`src/design/shabs_pkg.sv`:
```
`default_nettype none
// ----------------------------------------------------------------------------
// shabs_pkg: shared types and constants of the sha-256 byte stream hasher
// round constants, initial chaining words, channel structs and item codes
// ----------------------------------------------------------------------------
package shabs_pkg;

  localparam int unsigned WORD_W    = 32;
  localparam int unsigned BLOCK_W   = 512;
  localparam int unsigned NUM_WORDS = 8;
  localparam int unsigned ROUNDS    = 64;
  localparam int unsigned TOTAL_W   = 61;

  localparam logic [5:0] LEN_POS  = 6'd56;
  localparam logic [7:0] PAD_MARK = 8'h80;

  localparam logic KIND_DATA   = 1'b0;
  localparam logic KIND_FINISH = 1'b1;

  typedef logic [NUM_WORDS-1:0][WORD_W-1:0] chain_t;
  typedef logic [BLOCK_W-1:0]                block_t;

  // word 0 sits at packed index 0
  localparam chain_t INIT_H = {
    32'h5be0cd19, 32'h1f83d9ab, 32'h9b05688c, 32'h510e527f,
    32'ha54ff53a, 32'h3c6ef372, 32'hbb67ae85, 32'h6a09e667
  };

  localparam logic [WORD_W-1:0] ROUND_K [ROUNDS] = '{
    32'h428a2f98, 32'h71374491, 32'hb5c0fbcf, 32'he9b5dba5,
    32'h3956c25b, 32'h59f111f1, 32'h923f82a4, 32'hab1c5ed5,
    32'hd807aa98, 32'h12835b01, 32'h243185be, 32'h550c7dc3,
    32'h72be5d74, 32'h80deb1fe, 32'h9bdc06a7, 32'hc19bf174,
    32'he49b69c1, 32'hefbe4786, 32'h0fc19dc6, 32'h240ca1cc,
    32'h2de92c6f, 32'h4a7484aa, 32'h5cb0a9dc, 32'h76f988da,
    32'h983e5152, 32'ha831c66d, 32'hb00327c8, 32'hbf597fc7,
    32'hc6e00bf3, 32'hd5a79147, 32'h06ca6351, 32'h14292967,
    32'h27b70a85, 32'h2e1b2138, 32'h4d2c6dfc, 32'h53380d13,
    32'h650a7354, 32'h766a0abb, 32'h81c2c92e, 32'h92722c85,
    32'ha2bfe8a1, 32'ha81a664b, 32'hc24b8b70, 32'hc76c51a3,
    32'hd192e819, 32'hd6990624, 32'hf40e3585, 32'h106aa070,
    32'h19a4c116, 32'h1e376c08, 32'h2748774c, 32'h34b0bcb5,
    32'h391c0cb3, 32'h4ed8aa4a, 32'h5b9cca4f, 32'h682e6ff3,
    32'h748f82ee, 32'h78a5636f, 32'h84c87814, 32'h8cc70208,
    32'h90befffa, 32'ha4506ceb, 32'hbef9a3f7, 32'hc67178f2
  };

  typedef struct packed {
    logic       kind;
    logic [7:0] byte_value;
  } in_item_t;

  typedef struct packed {
    logic [31:0] digest_word;
    logic [2:0]  word_index;
    logic        last;
  } out_item_t;

  typedef struct packed {
    logic busy;
    logic done;
  } cmp_stat_t;

endpackage
`default_nettype wire

```
`src/design/shabs_compress.sv`:
```
`default_nettype none
// ----------------------------------------------------------------------------
// shabs_compress: sha-256 block compression, one round per cycle
// loads a block and the chaining words, runs 64 rounds on a shared round unit
// with a rolling 16-word schedule window, then offers the summed chain
// ----------------------------------------------------------------------------
module shabs_compress import shabs_pkg::*; (
  input  wire logic      clk,
  input  wire logic      rst_n,
  input  wire logic      start,
  input  wire block_t    blk,
  input  wire chain_t    chain_in,
  output chain_t         hash_out,
  output cmp_stat_t      stat
);

  function automatic logic [WORD_W-1:0] rotr(input logic [WORD_W-1:0] x,
                                             input int unsigned n);
    return (x >> n) | (x << (WORD_W - n));
  endfunction

  logic [WORD_W-1:0] v_r [NUM_WORDS];
  logic [WORD_W-1:0] w_r [16];
  logic [5:0]        rnd_r;
  logic              busy_r;
  logic              done_r;

  logic [WORD_W-1:0] sig1_e, ch, sig0_a, maj, t1, t2;
  logic [WORD_W-1:0] ws0, ws1, w_new;

  always_comb begin
    sig1_e = rotr(v_r[4], 6) ^ rotr(v_r[4], 11) ^ rotr(v_r[4], 25);
    ch     = (v_r[4] & v_r[5]) ^ (~v_r[4] & v_r[6]);
    sig0_a = rotr(v_r[0], 2) ^ rotr(v_r[0], 13) ^ rotr(v_r[0], 22);
    maj    = (v_r[0] & v_r[1]) ^ (v_r[0] & v_r[2]) ^ (v_r[1] & v_r[2]);
    t1     = v_r[7] + sig1_e + ch + ROUND_K[rnd_r] + w_r[0];
    t2     = sig0_a + maj;
    ws0    = rotr(w_r[1], 7) ^ rotr(w_r[1], 18) ^ (w_r[1] >> 3);
    ws1    = rotr(w_r[14], 17) ^ rotr(w_r[14], 19) ^ (w_r[14] >> 10);
    w_new  = w_r[0] + ws0 + w_r[9] + ws1;
  end

  always_comb begin
    for (int i = 0; i < NUM_WORDS; i++) begin
      hash_out[i] = chain_in[i] + v_r[i];
    end
  end

  assign stat.busy = busy_r;
  assign stat.done = done_r;

  always_ff @(posedge clk) begin
    if (!rst_n) begin
      busy_r <= 1'b0;
      done_r <= 1'b0;
      rnd_r  <= '0;
    end else begin
      done_r <= busy_r && !start && (&rnd_r);
      if (start) begin
        busy_r <= 1'b1;
        rnd_r  <= '0;
      end else if (busy_r) begin
        rnd_r <= rnd_r + 6'd1;
        if (&rnd_r) begin
          busy_r <= 1'b0;
        end
      end
    end
  end

  // working variables and schedule window
  always_ff @(posedge clk) begin
    if (start) begin
      for (int i = 0; i < NUM_WORDS; i++) begin
        v_r[i] <= chain_in[i];
      end
      for (int i = 0; i < 16; i++) begin
        w_r[i] <= blk[BLOCK_W-1-WORD_W*i -: WORD_W];
      end
    end else if (busy_r) begin
      v_r[7] <= v_r[6];
      v_r[6] <= v_r[5];
      v_r[5] <= v_r[4];
      v_r[4] <= v_r[3] + t1;
      v_r[3] <= v_r[2];
      v_r[2] <= v_r[1];
      v_r[1] <= v_r[0];
      v_r[0] <= t1 + t2;
      for (int i = 0; i < 15; i++) begin
        w_r[i] <= w_r[i+1];
      end
      w_r[15] <= w_new;
    end
  end

endmodule
`default_nettype wire

```
`src/design/sha256_byte_stream_hasher_core.sv`:
```
`default_nettype none
// ----------------------------------------------------------------------------
// sha256_byte_stream_hasher_core: sha-256 over a byte stream
// collects bytes into 64-byte blocks, pads on finish and emits eight digest
// words, then returns to the initial chaining words for the next message
// ----------------------------------------------------------------------------
//  channel | direction | payload     | handshake
//  in      | input     | in_item_t   | in_valid / in_stall
//  out     | output    | out_item_t  | out_valid / out_stall
//
//  a data byte that does not fill a block is taken without a stall
//  a byte that fills a block adds 64 rounds on the round unit, then one
//  chain update before the next byte is taken
//  finish: 9 to 72 pad bytes, one or two compressions,
//  then eight word transfers at up to one per cycle, held by out_stall
//  synchronous active-low reset; in_stall stays high while a block is in work
// ----------------------------------------------------------------------------
module sha256_byte_stream_hasher_core import shabs_pkg::*; (
  input  wire logic      clk,
  input  wire logic      rst_n,
  input  wire logic      in_valid,
  output logic           in_stall,
  input  wire in_item_t  in_data,
  output logic           out_valid,
  input  wire logic      out_stall,
  output out_item_t      out_data
);

  typedef enum logic [1:0] {ST_IDLE, ST_PAD, ST_COMP, ST_EMIT} state_t;

  state_t                 state_r;
  logic [5:0]             fill_r;
  logic [TOTAL_W-1:0]     total_r;
  block_t                 blk_r;
  chain_t                 chain_r;
  logic                   fin_r;
  logic                   mark_r;
  logic                   len_r;
  logic [2:0]             emit_idx_r;
  logic                   out_valid_r;
  out_item_t              out_data_r;

  logic                   in_acc;
  logic                   push;
  logic [7:0]             push_byte;
  logic [7:0]             pad_byte;
  logic                   pad_len;
  logic [63:0]            bits;
  logic [63:0]            len_sh;
  block_t                 blk_nxt;
  logic                   cmp_start;
  chain_t                 hash_out;
  cmp_stat_t              cmp_stat;
  logic                   out_take;
  logic                   load;

  assign in_stall  = (state_r != ST_IDLE);
  assign in_acc    = in_valid && !in_stall;
  assign out_valid = out_valid_r;
  assign out_data  = out_data_r;
  assign out_take  = out_valid_r && !out_stall;
  assign load      = (state_r == ST_EMIT) && (!out_valid_r || !out_stall);

  always_comb begin
    bits      = {total_r, 3'b000};
    len_sh    = bits >> {(3'd7 - fill_r[2:0]), 3'b000};
    pad_len   = mark_r && (len_r || (fill_r == LEN_POS));
    pad_byte  = !mark_r ? PAD_MARK : (pad_len ? len_sh[7:0] : 8'h00);
    push      = (state_r == ST_PAD) ||
                ((state_r == ST_IDLE) && in_acc && (in_data.kind == KIND_DATA));
    push_byte = (state_r == ST_PAD) ? pad_byte : in_data.byte_value;
    blk_nxt   = push ? {blk_r[BLOCK_W-9:0], push_byte} : blk_r;
    cmp_start = push && (&fill_r);
  end

  shabs_compress u_compress (
    .clk      (clk),
    .rst_n    (rst_n),
    .start    (cmp_start),
    .blk      (blk_nxt),
    .chain_in (chain_r),
    .hash_out (hash_out),
    .stat     (cmp_stat)
  );

  always_ff @(posedge clk) begin
    blk_r <= blk_nxt;
  end

  always_ff @(posedge clk) begin
    if (!rst_n) begin
      state_r     <= ST_IDLE;
      fill_r      <= '0;
      total_r     <= '0;
      chain_r     <= INIT_H;
      fin_r       <= 1'b0;
      mark_r      <= 1'b0;
      len_r       <= 1'b0;
      emit_idx_r  <= '0;
      out_valid_r <= 1'b0;
    end else begin
      if (load) begin
        out_valid_r <= 1'b1;
      end else if (out_take) begin
        out_valid_r <= 1'b0;
      end
      case (state_r)
        ST_IDLE: begin
          if (in_acc) begin
            if (in_data.kind == KIND_FINISH) begin
              fin_r   <= 1'b1;
              state_r <= ST_PAD;
            end else begin
              total_r <= total_r + TOTAL_W'(1);
              fill_r  <= fill_r + 6'd1;
              if (cmp_start) begin
                state_r <= ST_COMP;
              end
            end
          end
        end
        ST_PAD: begin
          fill_r <= fill_r + 6'd1;
          if (!mark_r) begin
            mark_r <= 1'b1;
          end else if (pad_len) begin
            len_r <= 1'b1;
          end
          if (cmp_start) begin
            state_r <= ST_COMP;
          end
        end
        ST_COMP: begin
          if (cmp_stat.done) begin
            chain_r <= hash_out;
            if (!fin_r) begin
              state_r <= ST_IDLE;
            end else if (len_r) begin
              state_r <= ST_EMIT;
            end else begin
              state_r <= ST_PAD;
            end
          end
        end
        ST_EMIT: begin
          if (load) begin
            out_data_r.digest_word <= chain_r[emit_idx_r];
            out_data_r.word_index  <= emit_idx_r;
            out_data_r.last        <= &emit_idx_r;
            emit_idx_r             <= emit_idx_r + 3'd1;
            if (&emit_idx_r) begin
              chain_r <= INIT_H;
              fill_r  <= '0;
              total_r <= '0;
              fin_r   <= 1'b0;
              mark_r  <= 1'b0;
              len_r   <= 1'b0;
              state_r <= ST_IDLE;
            end
          end
        end
        default: begin
          state_r <= ST_IDLE;
        end
      endcase
    end
  end

  a_done_in_comp: assert property (@(posedge clk) disable iff (!rst_n)
    cmp_stat.done |-> state_r == ST_COMP)
    else $error("compression finished outside the compress state");

  a_emit_after_length: assert property (@(posedge clk) disable iff (!rst_n)
    state_r == ST_EMIT |-> fill_r == '0 && len_r && fin_r)
    else $error("digest emitted before the length block");

  a_start_when_free: assert property (@(posedge clk) disable iff (!rst_n)
    cmp_start |-> !cmp_stat.busy && !cmp_stat.done)
    else $error("block started while the round unit is in use");

endmodule
`default_nettype wire
```
`config.mk`:
```
export PLATFORM = sky130hd
export DESIGN_NAME = sha256_byte_stream_hasher_core
export DESIGN_NICKNAME = d
export VERILOG_FILES = /design/src/design/shabs_pkg.sv /design/src/design/shabs_compress.sv /design/src/design/sha256_byte_stream_hasher_core.sv
export SDC_FILE = /design/constraint.sdc
export NUM_CORES = 2
export LEC_CHECK = 0
export BUFFER_PORTS_ARGS = -buffer_cell sky130_fd_sc_hd__buf_2
export CAP_MARGIN = 5
export CORE_MARGIN = 8
export CORE_UTILIZATION = 60
export CTS_CLUSTER_DIAMETER = 80
export DETAILED_ROUTE_END_ITERATION = 7
export MAX_ROUTING_LAYER = met4
export PLACE_DENSITY = 0.76
export SETUP_SLACK_MARGIN = 0.02
export SYNTH_ARGS = -nofsm -noshare
export SYNTH_HDL_FRONTEND = slang
export SYNTH_SLANG_ARGS = --single-unit
```
`constraint.sdc`:
```
create_clock -name clk -period 46.4 [get_ports clk]
set_input_delay 9.28 -clock clk [delete_from_list [all_inputs] [get_ports clk]]
set_output_delay 9.28 -clock clk [all_outputs]
set_load 0.005 [all_outputs]
```
# Word level (Yosys, flattened, before mapping)
# Memories as Yosys holds them, arrays and structs flattened.
# Cells that the tools add are included.
dict set report word_totals {
  regBits 888
  mem_bits_rw 768
  mem_bits_ro 2048
  inputBits 13
  output_inout_bits 38
  wordCells 228
  memories 3
}
# name depth width read_ports rd_clocked_by_memory_dff write_ports line
set memory_table {}
lappend memory_table {{(name not given)} 64 32 1 0 0 shabs_compress.sv:36} ;# t1 = v_r[7] + sig1_e + ch + ROUND_K[rnd_r] + w_r[0];
lappend memory_table {u_compress.w_r 16 32 16 0 16 shabs_compress.sv:23} ;# logic [WORD_W-1:0] w_r [16];
lappend memory_table {u_compress.v_r 8 32 8 0 8 shabs_compress.sv:22} ;# logic [WORD_W-1:0] v_r [NUM_WORDS];
dict set report classes {
  add_sub_neg 23
  n_lt_le_gt_ge 2
  n_eq_ne 12
  n_shift 1
  n_mux 74
  bitwise_logic 54
  reduce_logical 36
}
# op n
set ops {}
lappend ops {{two-way mux 32 bit} 27}
lappend ops {{two-way mux 256 bit} 3}
lappend ops {{adder 32 bit} 18}
lappend ops {{two-way mux 512 bit} 1}
lappend ops {{one-hot mux 256 bit (2 select lines)} 1}
lappend ops {{XOR 32 bit} 9}
lappend ops {{two-way mux 61 bit} 4}
lappend ops {{bitwise AND 32 bit} 5}
lappend ops {{one-hot mux 61 bit (2 select lines)} 1}
lappend ops {{binary-select mux 32 bit (select 3 bit)} 1}
lappend ops {{right shift 64 x 6 -> 8 bit} 1}
lappend ops {{adder 61 x 1 -> 61 bit, second input constant} 1}
lappend ops {{NOT 32 bit} 1}
lappend ops {{OR 10 x 32 -> 32 bit} 1}
lappend ops {{OR 13 x 32 -> 32 bit} 1}
lappend ops {{OR 14 x 32 -> 32 bit} 1}
lappend ops {{OR 15 x 32 -> 32 bit} 1}
lappend ops {{OR 19 x 32 -> 32 bit} 1}
lappend ops {{OR 21 x 32 -> 32 bit} 1}
lappend ops {{OR 25 x 32 -> 32 bit} 1}
lappend ops {{OR 26 x 32 -> 32 bit} 1}
lappend ops {{OR 30 x 32 -> 32 bit} 1}
lappend ops {{OR 7 x 32 -> 32 bit} 1}
lappend ops {{XOR 32 x 22 -> 32 bit} 1}
lappend ops {{33 further kinds} 118}

# Logic depth before layout (Yosys ltp)
dict set report depth {
  depth_word 11
  mapped_depth 43
}

# Cells and area by module
# Synthesis repeated with hierarchy kept, for this count alone.
dict set report unflattened {
  cells_unflattened 10493
  hier_area_um2 93221.9
}
# mod n_inst cells_each area_each_um2 seq_area_each_um2
set modules_own_cells {}
lappend modules_own_cells {shabs_compress 1 6544 60425.5 23222.3}
lappend modules_own_cells {sha256_byte_stream_hasher_core 1 3949 32796.5 17977.2}

# Worst setup path after synthesis
# OpenSTA, ideal clock, no wires.
dict set report synth_timing {
  path_kind {input -> register}
  from {input in_valid}
  to {memory u_compress.v_r[0][0], enable pin}
  setup_ns 1.278
  t_arrival_ns 27.472
  required_ns 45.122
  setup_slack_ns 17.650
  stages 6
  path_buffers 1
  path_cell_list {nor2b_1 > nor2_1 > nor2_1 > nand2_1 > clkbuf_1 > nand2b_1}
}
# item line
set synth_lines {}
lappend synth_lines {{from (decl)} sha256_byte_stream_hasher_core.sv:21} ;# input wire logic in_valid,
lappend synth_lines {{to (decl)} shabs_compress.sv:22}

==> run metrics <==
status finished clean; worst-path cell chain buf_2, nor2b_1, nor2_1, nor2_4, nand2_4, nand2_4, buf_4, buf_4, buf_4, mux2_2; initial drt markers approximately 6700; first-pass GRT wire length 402.6 mm; initial antenna violation count 10; crit path DAT 15.22 ns; final worst slack about 32 ns; Worst EP required between 40 and 50 ns; Max Freq about 0.07 GHz; GR Util All Layers 0.3159; critical path startpoint category input port; Post-Synthesis Cells between 9000 and 10000; TNS Setup 0 ns; clk sinks between 1500 and 2000; Util after Layout 0.6558; # DRC 0; Final period util 0.3163; PortBufs 50; Routed wire per std cell between 20 and 25 µm; Fillers 11760; Row Count approximately 140; H-tree levels 4; Syn Std Cell Area around 0.09 mm²; Crit path top cell by count buf_4; hold_buf cts 0; cts bufs inserted about 170; area occupied by multi-input gates between 0.04 and 0.05 mm²; Seq cells post-synth ~1700; Critical Path End Type register; Seq/Total Area, Yosys 0.4486; post-CTS setup buffers 0; Root Buffer clkbuf_16; Reg area about 0.04 mm²; GRT overflow 0; Cell variety after synth 95; I/O pin cnt ~50; worst hold path cell count 2; PostCTS Resize Cnt 0; Relative slew margins 0.2243; Main synth FF type dfxtp_1; critical path's slowest cell buf_4; worst clock skew 0.05768 ns; YS warnings 0; Power Dens Cells 31.85 mW/mm²; Final min period ~15 ns; async set-reset flop share out of synthesis 0; RSZ-0062 raised after global routing no; Post-Syn Nets 10120; core area approximately 0.15 mm²; Clock Latency Late Sink 0.84 ns; worst slew pin tran between 1 and 1.5 ns; largest net degree at the start of global routing around 180; kind of critical path in2reg; fraction of layout cells with a size suffix above 1 0.1173; Die X a little over 400 µm; CP peak stage delay approximately 0.90 ns; DIE AREA between 0.15 and 0.2 mm²; cells on worst reg2reg path 41; Reg clk slew, reported paths roughly 0.060 ns; post-DR vias/cell slightly above 6; hpwl dp about 190 mm; number of flops mapped to enable cells by yosys roughly 800; Max Transition Viols Final 0; Setup-failing EPs final 0; Leak between 40 and 50 nW; max-cap violation count 0; via count roughly 70000; Worst Path Max Fanout between 70 and 80; GPL Wtd Cong around 1.0; Die Y slightly above 400 µm; clk buf depth 3; Initial Util 0.6045; Detailed Routing Iterations Pass 1 6; Area Growth Syn to Fin 8.476%; worst min path class reg2reg; Detail Route Antenna Nets 0; VDD IR-drop max 0.00003507 V; pre-CTS WS 30.95 ns; CTS tree done; final WL around 260 mm; Final nets between 9000 and 10000; vias in the first global route just under 70000; final count of hold timing violations 0; Avg Cell Area, Syn about 9.7 µm²
[Yosys cell counts, drive strengths merged, types with 30 or more instances]
library cell,count,area share
xnor2,372,0.035
a211oi,41,0.0034
a22oi,72,0.0059
a31oi,34,0.0024
o21ai,383,0.021
nand2b,62,0.0042
nand3,109,0.0059
or3,47,0.0032
fa,195,0.043
edfxtp,804,0.26
o31ai,30,0.0025
nor2,471,0.019
mux2i,30,0.0033
clkbuf,426,0.017
o21a,54,0.0044
nand2,2490,0.10
o21bai,46,0.0038
a21o,192,0.016
xor2,242,0.023
ha,398,0.054
and3,46,0.0031
mux4,84,0.021
dfxtp,852,0.19
a21oi,411,0.022
nor2b,60,0.0041
nor3,75,0.0041
mux2,576,0.071
o22ai,96,0.0065
buf,48,0.0021
inv,432,0.018
[layout make-up]
class | instances | area share
multi-input combinational | 6948 | 0.4750
sequential | 1656 | 0.4137
clock buffer | 249 | 0.04968
tap | 2030 | 0.02550
inverter | 434 | 0.01638
clock inverter | 78 | 0.01020
timing repair buffer | 136 | 0.009521
antenna | 2 | 0.00005024
[layer usage]
metal | GRT usage | vias up | routed length, µm
met5 | - | - | 0
met4 | 0.1506 | 0 | 14250
met3 | 0.04383 | 657 | 18280
met2 | 0.5248 | 2771 | 128500
met1 | 0.3815 | 33950 | 102800
li1 | - | 32430 | -
[report_power, final]
part | leakage [nW] | internal [mW] | switching, mW | total, mW
combinational | 24.8 | 0.0302 | 0.0764 | 0.107
clock | 2.91 | 0.834 | 0.611 | 1.45
sequential | 14.7 | 1.58 | 0.0449 | 1.62
total | 42.5 | 2.44 | 0.732 | 3.17
[cell usage in the layout, fill, tap and decap left out, types with 54 or more instances in the layout]
cell type  netlist  routed
nand2b_1        62      60
a21oi_1        411     411
dfxtp_1        852     847
edfxtp_1       804     804
nor2_1         471     465
mux4_2          84      84
xor2_1         242     242
nor2b_1         60      59
o21a_1          54      54
mux2_2         576     576
o21ai_0        339     339
buf_4            0      83
ha_1           398     398
nand2_1       2490    2485
fa_1           195     195
a21o_1         192     192
a22oi_1         72      72
xnor2_1        372     372
nand3_1        109     109
inv_1          432     431
o22ai_1         96      96
nor3_1          74      74
clkbuf_16        0     176
[through the flow]
stage | instances | instance area [µm²] | hold WS (ns) | power (mW)
after floorplan | 9512 | 91830 | 0.4134 | 1.718
after global placement | 11200 | 93650 | 0.4243 | 1.752
after detailed placement | 11200 | 93650 | 0.4294 | 1.758
after CTS | 11530 | 99610 | 0.4418 | 3.186
after global routing | 11530 | 99620 | 0.4525 | 3.263
final | 11530 | 99620 | 0.4395 | 3.173
[sequential cells by signal, indices dropped and copies added, names as in the netlist, 2 cells and up]
register,count
out_data,36
blk_r,512
u_compress.rnd_r,6
state_r,2
emit_idx_r,3
fill_r,6
chain_r,256
u_compress.v_r,256
u_compress.w_r,512
total_r,61
[final timing paths]
kind                  startpoint                endpoint  slack, ns
max reg2reg  u_compress.rnd_r[0]   u_compress.v_r[0][31]      34.47
min                   blk_r[245]              blk_r[253]       0.44
max                     in_valid  u_compress.w_r[0][151]      31.73
min reg2reg           blk_r[245]              blk_r[253]       0.44
[worst max-delay path, delay by kind of cell]
kind | cells | cell delay [ns]
multiplexers | 1 | 0.42
buffers and inverters | 4 | 2.64
AND/OR/NAND/NOR | 5 | 2.63
[cell families (layout without fill, tap and decap cells)]
family                     Yosys count  after routing  synth area share
and+or+nand+nor                   3478           3478            0.1551
other                                0              2                 0
adders and majority gates          596            596           0.09706
xor gates and xnor gates           616            616           0.05905
muxes                              690            690           0.09450
AOI/OAI and AO/OA                 1568           1568            0.1085
DFF                               1656           1656            0.4486
buffers and inverters              908            897           0.03721
No activity file was read; power rests on OpenSTA's default activity.
